[config.mk]
export PLATFORM = sky130hd
export DESIGN_NAME = bir_ctrl
export DESIGN_NICKNAME = d
export VERILOG_FILES = /design/src/hw/rtl/bir_pkg.sv /design/src/hw/rtl/bir_ctrl.sv
export VERILOG_INCLUDE_DIRS = /design/src /design/src/hw/rtl
export SDC_FILE = /design/constraint.sdc
export NUM_CORES = 1
export LEC_CHECK = 0
export BUFFER_PORTS_ARGS = -buffer_cell sky130_fd_sc_hd__buf_4
export CORE_ASPECT_RATIO = 0.8
export CORE_UTILIZATION = 53
export DETAILED_ROUTE_END_ITERATION = 7
export PLACE_DENSITY = 0.82
export SLEW_MARGIN = 0
export SYNTH_ARGS = -nofsm -noshare
export SYNTH_HDL_FRONTEND = slang
export SYNTH_SLANG_ARGS = --single-unit
[constraint.sdc]
create_clock -name clk_i -period 2.7 [get_ports clk_i]
set_input_delay 0.27 -clock clk_i [delete_from_list [all_inputs] [get_ports clk_i]]
set_output_delay 0.27 -clock clk_i [all_outputs]
set_load 0.02 [all_outputs]
[src/hw/rtl/bicubic_image_resampler_assert.svh]
// Assertion macros for the bicubic resampler RTL.
// Needs clk_i and rst_ni in the scope where a macro is used.
`ifndef BICUBIC_IMAGE_RESAMPLER_ASSERT_SVH
`define BICUBIC_IMAGE_RESAMPLER_ASSERT_SVH

// Same-cycle implication.
`define BIR_ASSERT_IMP(lbl, ante, cons) \
  lbl: assert property (@(posedge clk_i) disable iff (!rst_ni) (ante) |-> (cons)) \
    else $error("bir assertion failed");

// Next-cycle implication.
`define BIR_ASSERT_NXT(lbl, ante, cons) \
  lbl: assert property (@(posedge clk_i) disable iff (!rst_ni) (ante) |=> (cons)) \
    else $error("bir assertion failed");

`endif

[src/hw/rtl/bir_pkg.sv]
// Shared types, constants and arithmetic helpers of the bicubic resampler.
// No dependencies.
package bir_pkg;

  localparam int MAX_SOURCE_DIM = 512;
  localparam int MAX_TARGET_DIM = 2048;
  localparam int CHANNELS       = 3;

  localparam int SRC_IDX_W   = $clog2(MAX_SOURCE_DIM);
  localparam int SRC_DIM_W   = SRC_IDX_W + 1;
  localparam int TGT_DIM_W   = $clog2(MAX_TARGET_DIM) + 1;
  localparam int CH_W        = 2;
  localparam int COORD_W     = 11;
  localparam int PIX_W       = 8;
  localparam int VAL_W       = 24;
  localparam int STORE_DEPTH = CHANNELS * MAX_SOURCE_DIM * MAX_SOURCE_DIM;
  localparam int ADDR_W      = $clog2(STORE_DEPTH);

  // Position divider: numerator (2o+1)*in - out over 2*out
  localparam int PROD_W   = COORD_W + 1 + SRC_DIM_W;
  localparam int NUM_W    = PROD_W + 1;
  localparam int DEN_W    = TGT_DIM_W + 1;
  localparam int FRAC_W   = 14;
  localparam int QUO_W    = PROD_W + FRAC_W;
  localparam int DCNT_W   = $clog2(QUO_W + 1);
  localparam int SPOS_W   = SRC_DIM_W + 1;

  localparam int WGT_W    = 18;
  localparam int H_W      = 28;
  localparam int VP_W     = WGT_W + H_W;
  localparam int SUM_W    = 48;
  localparam int MAG_W    = 39;
  localparam int Y_W      = 26;
  localparam int RECIP_W  = 27;
  localparam logic [RECIP_W-1:0] RECIP_255 = 27'd67372037;  // ceil(2^34 / 255)
  localparam int RECIP_SH = 34;

  localparam logic ACT_WRITE   = 1'b0;
  localparam logic ACT_COMPUTE = 1'b1;

  localparam logic [2:0] REG_SRC_W  = 3'd0;
  localparam logic [2:0] REG_SRC_H  = 3'd1;
  localparam logic [2:0] REG_TGT_W  = 3'd2;
  localparam logic [2:0] REG_TGT_H  = 3'd3;
  localparam logic [2:0] REG_NORM   = 3'd4;
  localparam logic [2:0] REG_MEANS  = 3'd5;
  localparam logic [2:0] REG_INVSTD = 3'd6;

  typedef logic signed [WGT_W-1:0] wgt_val_t;
  typedef wgt_val_t [3:0] wgt_t;

  typedef struct packed {
    logic [SRC_DIM_W-1:0] in_w;
    logic [SRC_DIM_W-1:0] in_h;
    logic [TGT_DIM_W-1:0] out_w;
    logic [TGT_DIM_W-1:0] out_h;
    logic                 norm;
    logic [47:0]          means;
    logic [47:0]          invs;
  } cfg_t;

  typedef struct packed {
    logic       wr;
    logic       latch;
    logic       setup;
    logic       div_start;
    logic       wt2;
    logic       wt3;
    logic       wgt;
    logic       fetch;
    logic [3:0] tap;
    logic       nrm1;
    logic       nrm2;
    logic       nrm3;
    logic       nrm4;
    logic       load_out;
  } cmd_t;

  typedef struct packed {
    logic req_err;
    logic div_done;
    logic sum_done;
  } sts_t;

  // Divide by 2^29, round to nearest, halves away from zero.
  function automatic wgt_val_t rnd29(logic signed [47:0] x);
    logic [47:0] mag;
    logic [47:0] q;
    mag = x[47] ? 48'(-x) : 48'(x);
    q   = (mag + 48'h1000_0000) >> 29;
    return x[47] ? wgt_val_t'(-q[WGT_W-1:0]) : wgt_val_t'(q[WGT_W-1:0]);
  endfunction

  // Catmull-Rom weights in Q4.14 from t, t^2, t^3.
  function automatic wgt_t calc_weights(logic [13:0] t, logic [27:0] t2, logic [41:0] t3);
    logic signed [47:0] st;
    logic signed [47:0] st2;
    logic signed [47:0] st3;
    logic signed [47:0] n0;
    logic signed [47:0] n2;
    logic signed [47:0] n3;
    wgt_t w;
    st  = $signed({34'd0, t});
    st2 = $signed({20'd0, t2});
    st3 = $signed({6'd0, t3});
    n0  = -st3 + (st2 <<< 15) - (st <<< 28);
    n2  = -(st3 + (st3 <<< 1)) + (st2 <<< 16) + (st <<< 28);
    n3  = st3 - (st2 <<< 14);
    w[0] = rnd29(n0);
    w[2] = rnd29(n2);
    w[3] = rnd29(n3);
    w[1] = wgt_val_t'(18'sd16384 - w[0] - w[2] - w[3]);
    return w;
  endfunction

  // Edge-clamped tap index s+m-1 within [0, in-1].
  function automatic logic [SRC_IDX_W-1:0] clamp_tap(logic [SPOS_W-1:0] s, logic [1:0] m,
                                                     logic [SRC_DIM_W-1:0] in);
    logic signed [SPOS_W:0] p;
    logic [SPOS_W:0]        lim;
    p   = $signed({s[SPOS_W-1], s}) + $signed({{(SPOS_W-1){1'b0}}, m}) - 1;
    lim = {2'b00, in} - 1'b1;
    if (p[SPOS_W]) return '0;
    else if (p > $signed(lim)) return lim[SRC_IDX_W-1:0];
    else return p[SRC_IDX_W-1:0];
  endfunction

endpackage

[src/hw/rtl/bir_ctrl.sv]
// Controller state machine: sequences request setup, division, fetch and scaling.
// Depends on bir_pkg and the assertion macro header.
`include "bicubic_image_resampler_assert.svh"
module bir_ctrl import bir_pkg::*; (
  input  logic clk_i,
  input  logic rst_ni,
  input  logic in_valid_i,
  input  logic action_i,
  input  logic out_ready_i,
  input  sts_t st_i,
  output logic in_ready_o,
  output logic out_valid_o,
  output cmd_t cmd_o
);

  typedef enum logic [13:0] {
    S_IDLE   = 14'b00000000000001,
    S_SETUP  = 14'b00000000000010,
    S_DIVST  = 14'b00000000000100,
    S_DIV    = 14'b00000000001000,
    S_WT2    = 14'b00000000010000,
    S_WT3    = 14'b00000000100000,
    S_WGT    = 14'b00000001000000,
    S_FETCH  = 14'b00000010000000,
    S_DRAIN  = 14'b00000100000000,
    S_NRM1   = 14'b00001000000000,
    S_NRM2   = 14'b00010000000000,
    S_NRM3   = 14'b00100000000000,
    S_NRM4   = 14'b01000000000000,
    S_FINISH = 14'b10000000000000
  } state_e;

  state_e     state_q, state_d;
  logic [3:0] tap_q, tap_d;
  logic       out_valid_q, out_valid_d;
  logic       acc;

  assign in_ready_o  = (state_q == S_IDLE);
  assign acc         = in_valid_i && in_ready_o;
  assign out_valid_o = out_valid_q;

  // Next state and commands
  always_comb begin
    state_d   = state_q;
    tap_d     = tap_q;
    cmd_o     = '0;
    cmd_o.tap = tap_q;
    case (state_q)
      S_IDLE: begin
        if (acc && action_i == ACT_WRITE) cmd_o.wr = 1'b1;
        if (acc && action_i == ACT_COMPUTE) begin
          cmd_o.latch = 1'b1;
          state_d     = S_SETUP;
        end
      end
      S_SETUP: begin
        cmd_o.setup = 1'b1;
        state_d     = st_i.req_err ? S_FINISH : S_DIVST;
      end
      S_DIVST: begin
        cmd_o.div_start = 1'b1;
        state_d         = S_DIV;
      end
      S_DIV:   if (st_i.div_done) state_d = S_WT2;
      S_WT2: begin
        cmd_o.wt2 = 1'b1;
        state_d   = S_WT3;
      end
      S_WT3: begin
        cmd_o.wt3 = 1'b1;
        state_d   = S_WGT;
      end
      S_WGT: begin
        cmd_o.wgt = 1'b1;
        tap_d     = '0;
        state_d   = S_FETCH;
      end
      S_FETCH: begin
        cmd_o.fetch = 1'b1;
        tap_d       = tap_q + 1'b1;
        if (tap_q == 4'd15) state_d = S_DRAIN;
      end
      S_DRAIN: if (st_i.sum_done) state_d = S_NRM1;
      S_NRM1: begin
        cmd_o.nrm1 = 1'b1;
        state_d    = S_NRM2;
      end
      S_NRM2: begin
        cmd_o.nrm2 = 1'b1;
        state_d    = S_NRM3;
      end
      S_NRM3: begin
        cmd_o.nrm3 = 1'b1;
        state_d    = S_NRM4;
      end
      S_NRM4: begin
        cmd_o.nrm4 = 1'b1;
        state_d    = S_FINISH;
      end
      S_FINISH: begin
        // Hold until the output register is free
        if (!out_valid_q || out_ready_i) begin
          cmd_o.load_out = 1'b1;
          state_d        = S_IDLE;
        end
      end
      default: state_d = S_IDLE;
    endcase
  end

  // Output valid: set on load, drop on transfer
  always_comb begin
    out_valid_d = out_valid_q;
    if (out_valid_q && out_ready_i) out_valid_d = 1'b0;
    if (cmd_o.load_out) out_valid_d = 1'b1;
  end

  always_ff @(posedge clk_i or negedge rst_ni) begin
    if (!rst_ni) begin
      state_q     <= S_IDLE;
      tap_q       <= '0;
      out_valid_q <= 1'b0;
    end else begin
      state_q     <= state_d;
      tap_q       <= tap_d;
      out_valid_q <= out_valid_d;
    end
  end

  `BIR_ASSERT_IMP(a_div_done_in_div, st_i.div_done, state_q == S_DIV)
  `BIR_ASSERT_IMP(a_sum_done_in_drain, st_i.sum_done, state_q == S_DRAIN)
  `BIR_ASSERT_NXT(a_load_sets_valid, cmd_o.load_out, out_valid_q)

endmodule
==> metrics.csv, run 1 <==
stage;metric;value;unit
timing;setup_tns;0;ns
detailed_routing;viasPerCell;5.96;
timing;fmax;0.379;GHz
setup_path;rrSetupSlack;0.40;ns
cts;cts_tree;built;
setup_path;cp.arrival;2.37;ns
grt;grtUsageTotal;0.246;
detailed_routing;drt-total-wl;2870;µm
place;port_buffers;26;
place;place_inst;188;
detailed_routing;via_count;1168;
place;gp_congestion;0.961;
cts;clock_sink_count;19;
synth;postSynth.asyncResetShare;1.00;
die;io_pins;27;
cts;root_buffer;clkbuf_4;
cells_and_area;antennaDiodeCount;0;
place;place_area;0.00144;mm²
synth;syn_inst;143;
die;die_h;45.4;µm
timing;slew_headroom;0.631;
die;start_util;0.568;
synth;synthesis.area;0.00125;mm²
grt;grt_remaining_overflow;0;
detailed_routing;drc;0;
timing;finalSetupViolCount;0;
timing;worst_pin_slew;0.539;ns
setup_path;cp_top_family;simple AND/OR/NAND/NOR gates;
cells_and_area;drive_gt1_frac;0.298;
synth;syn_area_per_cell;8.72;µm²
pwr;p_per_area;557;mW/mm²
place;post-place-ws;0.334;ns
setup_path;cpPeakStageDelay;0.60;ns
timing;min_period_over_period;0.978;
grt;grt_pass1_vias;1053;
setup_path;worst-setup-path-type;register to output port;
grt;grt_max_degree;20;
setup_path;path_max_fanout;5;
synth;yosys.area_share.simple;0.388;
cells_and_area;fin_cells;196;
cells_and_area;layout_commonest_cell;buf_4;
cells_and_area;fin_util;0.689;
synth;synth_compound_area_frac;0.152;
cells_and_area;final-seq-area;478;µm²
synth;synth_xor_area_frac;0.0140;
synth;synth-edff-count;0;
cells_and_area;n_fill_cell;185;
synth;synth.net_count;152;
pwr;total_power;843;µW
synth;ys_seq_area_frac;0.382;
cells_and_area;area_growth;21.4;%
detailed_routing;detail-route-antenna-nets;0;
timing;timing.hold.ws;0.103;ns
synth;synth_seq_cells;19;
grt;grt_pass1_wl;4830;µm
timing;layout_min_cycle_time;2.64;ns
timing;fin_worst_skew;0.0104;ns
cts;insertion_delay;0.31;ns
min_path;holdCritPathClass;primary input to register;
timing;slew_violations;0;
cells_and_area;multi_input_area;721;µm²
setup_path;worstPathCellList;or4_1 > or3_1 > nor2_1 > nand3_2 > nor3b_2 > buf_4;
flow_run;max_cap_viol_count;0;
place;dp_hpwl;2150;µm
detailed_routing;drt-initial-drc-count;54;
timing;setup_ws;0.0583;ns
die;die_w;56.2;µm
setup_path;path_buf_inv;1;
synth;ys_warn_count;0;
die;die_area;0.00255;mm²
setup_path;end_kind;output port;
synth;synth_top_family_by_area;simple AND/OR/NAND/NOR gates;
pwr;worst_ir_drop_vdd;0.327;mV
synth;synthDistinctLibCells;48;
cells_and_area;mostFrequentLayoutCells;31 x buf_4, 20 x nor2_1, 17 x dfrtp_1;
cts;cts_made_buffers;3;
grt;antenna_found_initial;0;
synth;synthAdderAreaFrac;0.0100;
detailed_routing;dr.pass1.iters;4;
setup_path;cp.required;2.43;ns
cts;cts.path.max_buffers;2;
die;num_rows;15;
synth;synth_flop_cell;dfrtp_1;
pwr;leakage;0.738;nW
die;core_area;0.00220;mm²
status;status;finished clean;
cts;cts_max_level;1;
cells_and_area;nets;181;
setup_path;startpoint_type;register;
cells_and_area;final_area;0.00151;mm²
synth;synth.area.mux_share;0;
cts;clk_pin_slew;0.11;ns
setup_path;slowest_stage;or4_1;
timing;finalHoldViolations;0;
detailed_routing;wl_per_cell;14.6;µm
where the power goes:
| group | leakage, nW | switching, mW | internal, mW |
|---|---|---|---|
| combinational | 0.463 | 0.208 | 0.148 |
| sequential | 0.260 | 0.0350 | 0.307 |
| clock | 0.0150 | 0.0864 | 0.0577 |
layer usage:
metal,track usage,wire [µm],vias to the layer above
met2,0.367,1280,35
met5,0,0,-
met3,0.0597,175,4
met1,0.363,1390,553
li1,-,-,576
met4,0.0585,23,0
synthesized netlist by cell type, types with 4 or more instances:
cell type	n	area [µm²]
o21ai_0	5	25.0
and3_1	4	25.0
nand2b_1	5	31.3
nand3_1	8	40.0
nand2_1	9	33.8
nor2b_1	4	25.0
nor2_1	20	75.1
nor4_1	4	25.0
a21oi_1	6	30.0
dfrtp_1	18	450
inv_1	4	15.0
cell families (layout without fill, tap and decap cells):
| family | count (synthesis) | in the layout |
|---|---|---|
| AOI/OAI and AO/OA | 28 | 28 |
| xor gates and xnor gates | 2 | 2 |
| adders and majority gates | 1 | 1 |
| buffers and inverters | 12 | 40 |
| DFF | 19 | 19 |
| and+or+nand+nor | 81 | 81 |
area by class of cell:
| class | instances | area share |
|---|---|---|
| flip-flops and latches | 19 | 0.316 |
| repair buffers | 32 | 0.160 |
| clock buffers | 4 | 0.0174 |
| well taps | 25 | 0.0207 |
| multi-input cells | 112 | 0.476 |
| inverters | 4 | 0.00992 |
path summary, 6_finish.rpt:
check,startpoint,depth (start not counted),to
max,state_q[4],6,cmd_o[16]
min,st_i[2],2,state_q[2]
max reg2reg,state_q[10],5,state_q[4]
min reg2reg,out_valid_o,2,out_valid_o
max in group asynchronous,rst_ni,2,state_q[0]
min in group asynchronous,rst_ni,2,state_q[2]
timing repair:
action	CTS	global route
hold endpoints to repair	18	0
buffers inserted	0	3
hold buffers	1	0
pin swaps	0	1
setup endpoints to repair	1	4
resized for setup	1	3
sequential cells by signal, indices dropped and copies added, names as in the netlist:
name and count:
state_q 14, tap_q 4, out_valid_o 1
Note: power is estimated with default switching activity, not from simulation.
==> run 2: changes to the inputs <==
--- a/config.mk
+++ b/config.mk
@@ -10,7 +10,7 @@
 export CORE_ASPECT_RATIO = 0.8
 export CORE_UTILIZATION = 53
 export DETAILED_ROUTE_END_ITERATION = 7
-export PLACE_DENSITY = 0.82
+export PLACE_DENSITY_LB_ADDON = 0.05
 export SLEW_MARGIN = 0
 export SYNTH_ARGS = -nofsm -noshare
 export SYNTH_HDL_FRONTEND = slang
==> run 2 against run 1 <==
Against the previous run:
- sequential share of layout area increased by 0.58 points
- sequential cell count stayed put
- clock skew fell by 0.0018 ns
- non-clock buffer count fell by 3
- combinational power down 1%
- sequential power is 1% lower
- critical path depth did not move
- critical path type unchanged
==> metrics.csv, run 2 (synthesized netlist as in run 1, its figures left out) <==
stage;metric;value;unit;change
grt;grt_pass1_vias;1068;;+1.4%
place;place_area;0.00143;mm²;-0.52%
pwr;worst_ir_drop_vdd;0.354;mV;+8.2%
pwr;leakage;0.718;nW;-2.7%
detailed_routing;wl_per_cell;14.6;µm;-0.39%
cts;cts_max_level;1;;unchanged
grt;grt_max_degree;20;;unchanged
detailed_routing;dr.pass1.iters;4;;unchanged
setup_path;cp.arrival;2.30;ns;-0.07 ns
place;dp_hpwl;2170;µm;+0.98%
place;place_inst;187;;-0.53%
cts;clock_sink_count;19;;unchanged
cells_and_area;antennaDiodeCount;0;;unchanged
cts;cts_tree;built;;
pwr;p_per_area;563;mW/mm²;+1.1%
die;core_area;0.00220;mm²;unchanged
die;num_rows;15;;unchanged
cts;cts_made_buffers;3;;unchanged
die;die_w;56.2;µm;unchanged
detailed_routing;via_count;1145;;-2.0%
timing;slew_violations;0;;unchanged
cells_and_area;mostFrequentLayoutCells;28 x buf_4, 19 x nor2_1, 17 x dfrtp_1;;
place;gp_congestion;0.851;;-12%
die;die_area;0.00255;mm²;unchanged
status;status;finished clean;;
grt;grtUsageTotal;0.255;;+0.00884
timing;min_period_over_period;0.954;;-0.0247
timing;worst_pin_slew;0.512;ns;-0.0271 ns
timing;finalSetupViolCount;0;;unchanged
cells_and_area;drive_gt1_frac;0.286;;-0.0125
cts;root_buffer;clkbuf_4;;
cells_and_area;top_register;state_q;;
setup_path;cp.required;2.43;ns;about the same
cells_and_area;final-seq-area;478;µm²;unchanged
pwr;total_power;836;µW;-0.76%
cells_and_area;multi_input_area;716;µm²;-0.69%
flow_run;max_cap_viol_count;0;;unchanged
detailed_routing;drt-total-wl;2810;µm;-1.9%
cts;cts.path.max_buffers;2;;unchanged
timing;finalHoldViolations;0;;unchanged
place;post-place-ws;0.273;ns;-0.0606 ns
detailed_routing;viasPerCell;5.93;;-0.45%
die;io_pins;27;;unchanged
timing;setup_tns;0;ns;unchanged
timing;layout_min_cycle_time;2.57;ns;-0.0668 ns
min_path;holdCritPathClass;primary input to register;;
grt;antenna_found_initial;0;;unchanged
detailed_routing;detail-route-antenna-nets;0;;unchanged
setup_path;path_max_fanout;5;;unchanged
cells_and_area;layout_commonest_cell;buf_4;;
cts;clk_pin_slew;0.11;ns;about the same
grt;grt_remaining_overflow;0;;unchanged
die;die_h;45.4;µm;unchanged
cells_and_area;fin_cells;193;;-1.5%
setup_path;worst-setup-path-type;register to output port;;
cts;insertion_delay;0.31;ns;about the same
cells_and_area;nets;178;;-1.7%
setup_path;rrSetupSlack;0.49;ns;+0.09 ns
timing;fin_worst_skew;0.00858;ns;-0.00183 ns
grt;grt_pass1_wl;4830;µm;unchanged
setup_path;startpoint_type;register;;
cells_and_area;final_area;0.00149;mm²;-1.8%
detailed_routing;drt-initial-drc-count;33;;-39%
cells_and_area;largest_reg_flops;14;;unchanged
setup_path;end_kind;output port;;
die;start_util;0.568;;unchanged
timing;setup_ws;0.125;ns;+0.0668 ns
timing;fmax;0.388;GHz;+2.6%
timing;slew_headroom;0.656;;+0.0245
cells_and_area;n_fill_cell;199;;+7.6%
timing;rsz0062_at_grt;no;;
place;port_buffers;26;;unchanged
cells_and_area;area_growth;19.2;%;
detailed_routing;drc;0;;unchanged
[run 2: power breakdown]
| group | total [mW] | internal [mW] | leakage, nW | switching, mW |
|---|---|---|---|---|
| clock network | 0.147 | 0.0577 | 0.0150 | 0.0890 |
| registers | 0.338 | 0.306 | 0.260 | 0.0311 |
| logic | 0.352 | 0.146 | 0.443 | 0.205 |
[run 2: metal layers]
metal / up-vias / part of all wire / GRT usage
li1: 573 / - / -
met1: 541 / 0.51 / 0.350
met3: 2 / 0.049 / 0.0625
met4: 0 / 0.0064 / 0.0829
met2: 29 / 0.43 / 0.402
met5: - / 0 / 0
[run 2: cell type report]
| class | instances | area share |
|---|---|---|
| Sequential cell | 19 | 0.322 |
| Inverter | 4 | 0.0101 |
| Tap cell | 25 | 0.0210 |
| Clock buffer | 4 | 0.0177 |
| Timing Repair Buffer | 29 | 0.148 |
| Multi-Input combinational cell | 112 | 0.481 |
[run 2: critical path, stage by stage, from the launching register on]
cell and delay, ns:
dfrtp_1 0.42, or4_4 0.57, or3_1 0.36, nor2_2 0.13
nand3_1 0.16, nor3b_2 0.19, buf_4 0.16
[run 2: final timing paths]
path / startpoint / end / depth (start not counted)
setup / recovery: state_q[4] / cmd_o[16] / 6
max in group asynchronous: rst_ni / state_q[0] / 2
hold reg to reg: out_valid_o / out_valid_o / 2
setup reg to reg: state_q[10] / state_q[4] / 5
min in group asynchronous: rst_ni / tap_q[0] / 2
hold / removal: st_i[2] / state_q[2] / 2
[run 2: what timing repair did]
item,in CTS,in global routing
buffers inserted,1,0
resized for setup,2,2
pin swaps,0,1
hold endpoints to repair,18,0
hold buffers,1,0
endpoints found under the setup margin,1,2
[run 2: stage by stage]
| step | util | hold WS, ns |
|---|---|---|
| 6_report | 0.677 | 0.105 |
| 5_1_grt | 0.677 | 0.101 |
| 4_1_cts | 0.673 | 0.101 |
| 3_5_place_dp | 0.651 | 0.161 |
| 3_3_place_gp | 0.651 | 0.154 |
| 2_1_floorplan | - | -0.0256 |
==> run 3: changes to the inputs <==
--- a/config.mk
+++ b/config.mk
@@ -6,7 +6,7 @@
 export SDC_FILE = /design/constraint.sdc
 export NUM_CORES = 1
 export LEC_CHECK = 0
-export BUFFER_PORTS_ARGS = -buffer_cell sky130_fd_sc_hd__buf_4
+export BUFFER_PORTS_ARGS = -buffer_cell sky130_fd_sc_hd__buf_2
 export CORE_ASPECT_RATIO = 0.8
 export CORE_UTILIZATION = 53
 export DETAILED_ROUTE_END_ITERATION = 7
==> run 3 against run 2 <==
Against the previous run:
- final area shrank 3.5%
- cell count is the same
- critical path depth is the same
- setup slack lost 0.014 ns
==> metrics.csv, run 3 (synthesized netlist as in run 1, its figures left out) <==
stage;metric;value;unit;change
die;io_pins;27;;unchanged
min_path;min-delay-start;st_i[2];;
cells_and_area;n_fill_cell;207;;+4.0%
timing;setup_tns;0;ns;unchanged
cts;cts_tree;built;;
setup_path;cp.arrival;2.32;ns;+0.02 ns
grt;grt_pass1_wl;4810;µm;-0.43%
setup_path;startpoint_type;register;;
cts;cts_made_buffers;3;;unchanged
setup_path;cp.required;2.43;ns;about the same
detailed_routing;dr.pass1.iters;4;;unchanged
cts;root_buffer;clkbuf_4;;
timing;slew_headroom;0.631;;-0.0246
pwr;p_clk_frac;0.172;;-0.003
cts;cts_max_level;1;;unchanged
die;num_rows;15;;unchanged
detailed_routing;drt-initial-drc-count;74;;+120%
pwr;worst_ir_drop_vdd;0.419;mV;+19%
die;die_w;56.2;µm;unchanged
detailed_routing;wl_per_cell;15.2;µm;+4.3%
timing;setup_ws;0.111;ns;-0.0137 ns
detailed_routing;drc;0;;unchanged
timing;finalHoldViolations;0;;unchanged
cells_and_area;mostFrequentLayoutCells;26 x buf_2, 19 x nor2_1, 17 x dfrtp_1;;
cells_and_area;antennaDiodeCount;0;;unchanged
pwr;power_frac_seq;0.409;;+0.005
pwr;total_power;837;µW;+0.16%
place;port_buffers;26;;unchanged
cts;insertion_delay;0.30;ns;about the same
pwr;swShare;0.396;;+0.00636
cells_and_area;area_growth;15.0;%;
flow_run;max_cap_viol_count;0;;unchanged
timing;slew_violations;0;;unchanged
timing;finalSetupViolCount;0;;unchanged
cells_and_area;top_register;state_q;;
timing;fmax;0.386;GHz;-0.53%
detailed_routing;detail-route-antenna-nets;0;;unchanged
cts;clock_sink_count;19;;unchanged
die;start_util;0.568;;unchanged
pwr;p_int;506;µW;-0.88%
cts;clk_pin_slew;0.11;ns;about the same
cts;cts.path.max_buffers;2;;unchanged
cells_and_area;layout_commonest_cell;buf_2;;
setup_path;worst-setup-path-type;register to output port;;
min_path;holdCritPathClass;primary input to register;;
timing;min_period_over_period;0.959;;+0.00506
grt;grt_pass1_vias;980;;-8.2%
detailed_routing;viasPerCell;6.06;;+2.2%
timing;layout_min_cycle_time;2.59;ns;+0.0137 ns
cells_and_area;fin_util;0.654;;-0.0234
setup_path;path_max_fanout;5;;unchanged
setup_path;end_kind;output port;;
grt;grt_max_degree;20;;unchanged
status;status;finished clean;;
pwr;p_sw;331;µW;+1.8%
min_path;worst_hold_path.num_cells;2;;unchanged
die;die_area;0.00255;mm²;unchanged
cells_and_area;largest_reg_flops;14;;unchanged
grt;antenna_found_initial;0;;unchanged
pwr;combPwrFrac;0.419;;-0.002
setup_path;cp-startpoint;state_q[4];;
place;gp_congestion;0.850;;-0.13%
grt;grt_remaining_overflow;0;;unchanged
place;post-place-ws;0.304;ns;+0.0309 ns
timing;worst_pin_slew;0.549;ns;+0.0366 ns
pwr;p_per_area;584;mW/mm²;+3.7%
grt;grtUsageTotal;0.250;;-0.00411
cells_and_area;nets;178;;unchanged
setup_path;reg2reg_depth;5;;unchanged
detailed_routing;drt-total-wl;2930;µm;+4.3%
cells_and_area;drive_gt1_frac;0.292;;+0.00595
pwr;leakage;0.719;nW;+0.17%
setup_path;rr_startpoint;state_q[10];;
die;die_h;45.4;µm;unchanged
place;dp_hpwl;2160;µm;-0.14%
die;core_area;0.00220;mm²;unchanged
detailed_routing;via_count;1170;;+2.2%
timing;fin_worst_skew;0.00509;ns;-0.00349 ns
run 3: cell count changes in the layout (fill, tap and decap cells not counted):
| cell | before | now |
|---|---|---|
| nand3_2 | 0 | 1 |
| nand3_1 | 8 | 7 |
| buf_4 | 28 | 2 |
| nor4_2 | 3 | 2 |
| buf_2 | 0 | 26 |
| nor4_4 | 1 | 2 |
run 3: layer usage:
layer,vias up,share of wire,track usage,wire [µm]
li1,568,-,-,-
met1,555,0.49,0.389,1450
met2,43,0.43,0.362,1260
met3,4,0.066,0.0597,194
met4,0,0.0095,0.0341,28
met5,-,0,0,0
run 3: area by class of cell:
class | instances | area [µm²] | share of cell area
Clock buffer | 4 | 26.3 | 0.0183
Inverter | 4 | 15.0 | 0.0105
Multi-Input combinational cell | 112 | 729 | 0.508
Sequential cell | 19 | 478 | 0.333
Tap cell | 25 | 31.3 | 0.0218
Timing Repair Buffer | 29 | 155 | 0.108
run 3: worst max-delay path, cell delays in order, from the launching register on:
cell and delay (ns):
dfrtp_1 0.43, or4_4 0.59, or3_1 0.37, nor2_2 0.15, nand3_2 0.14, nor3b_2 0.17
buf_2 0.18
run 3: what timing repair did:
action / in CTS / in global routing
buffers inserted: 1 / 0
gates resized for setup: 1 / 5
hold endpoints to repair: 18 / 0
endpoints found under the setup margin: 1 / 3
hold buffers: 1 / 0
pin swaps: 0 / 1
run 3: per-stage QoR:
stage,instances,instance area (µm²),hold slack (ns)
3_5_place_dp,187,1370,0.235
4_1_cts,193,1410,0.124
6_report,193,1440,0.121
2_1_floorplan,143,1250,-0.0256
3_3_place_gp,187,1370,0.226
5_1_grt,193,1440,0.122
run 3: path summary, 6_finish.rpt:
| path | endpoint | slack [ns] |
|---|---|---|
| max | cmd_o[16] | 0.11 |
| min reg2reg | tap_q[2] | 0.54 |
| max in group asynchronous | state_q[0] | 1.95 |
| min | state_q[2] | 0.12 |
| min in group asynchronous | tap_q[0] | 0.43 |
| max reg2reg | state_q[4] | 0.60 |
run 3: power groups by stage:
stage / Clock (mW) / Combinational (mW) / Sequential, mW
global route: 0.161 / 0.394 / 0.347
global placement: 0 / 0.314 / 0.342
finish: 0.144 / 0.351 / 0.342
CTS: 0.147 / 0.323 / 0.337
detailed placement: 0 / 0.322 / 0.343
floorplan: 0 / 0.275 / 0.323
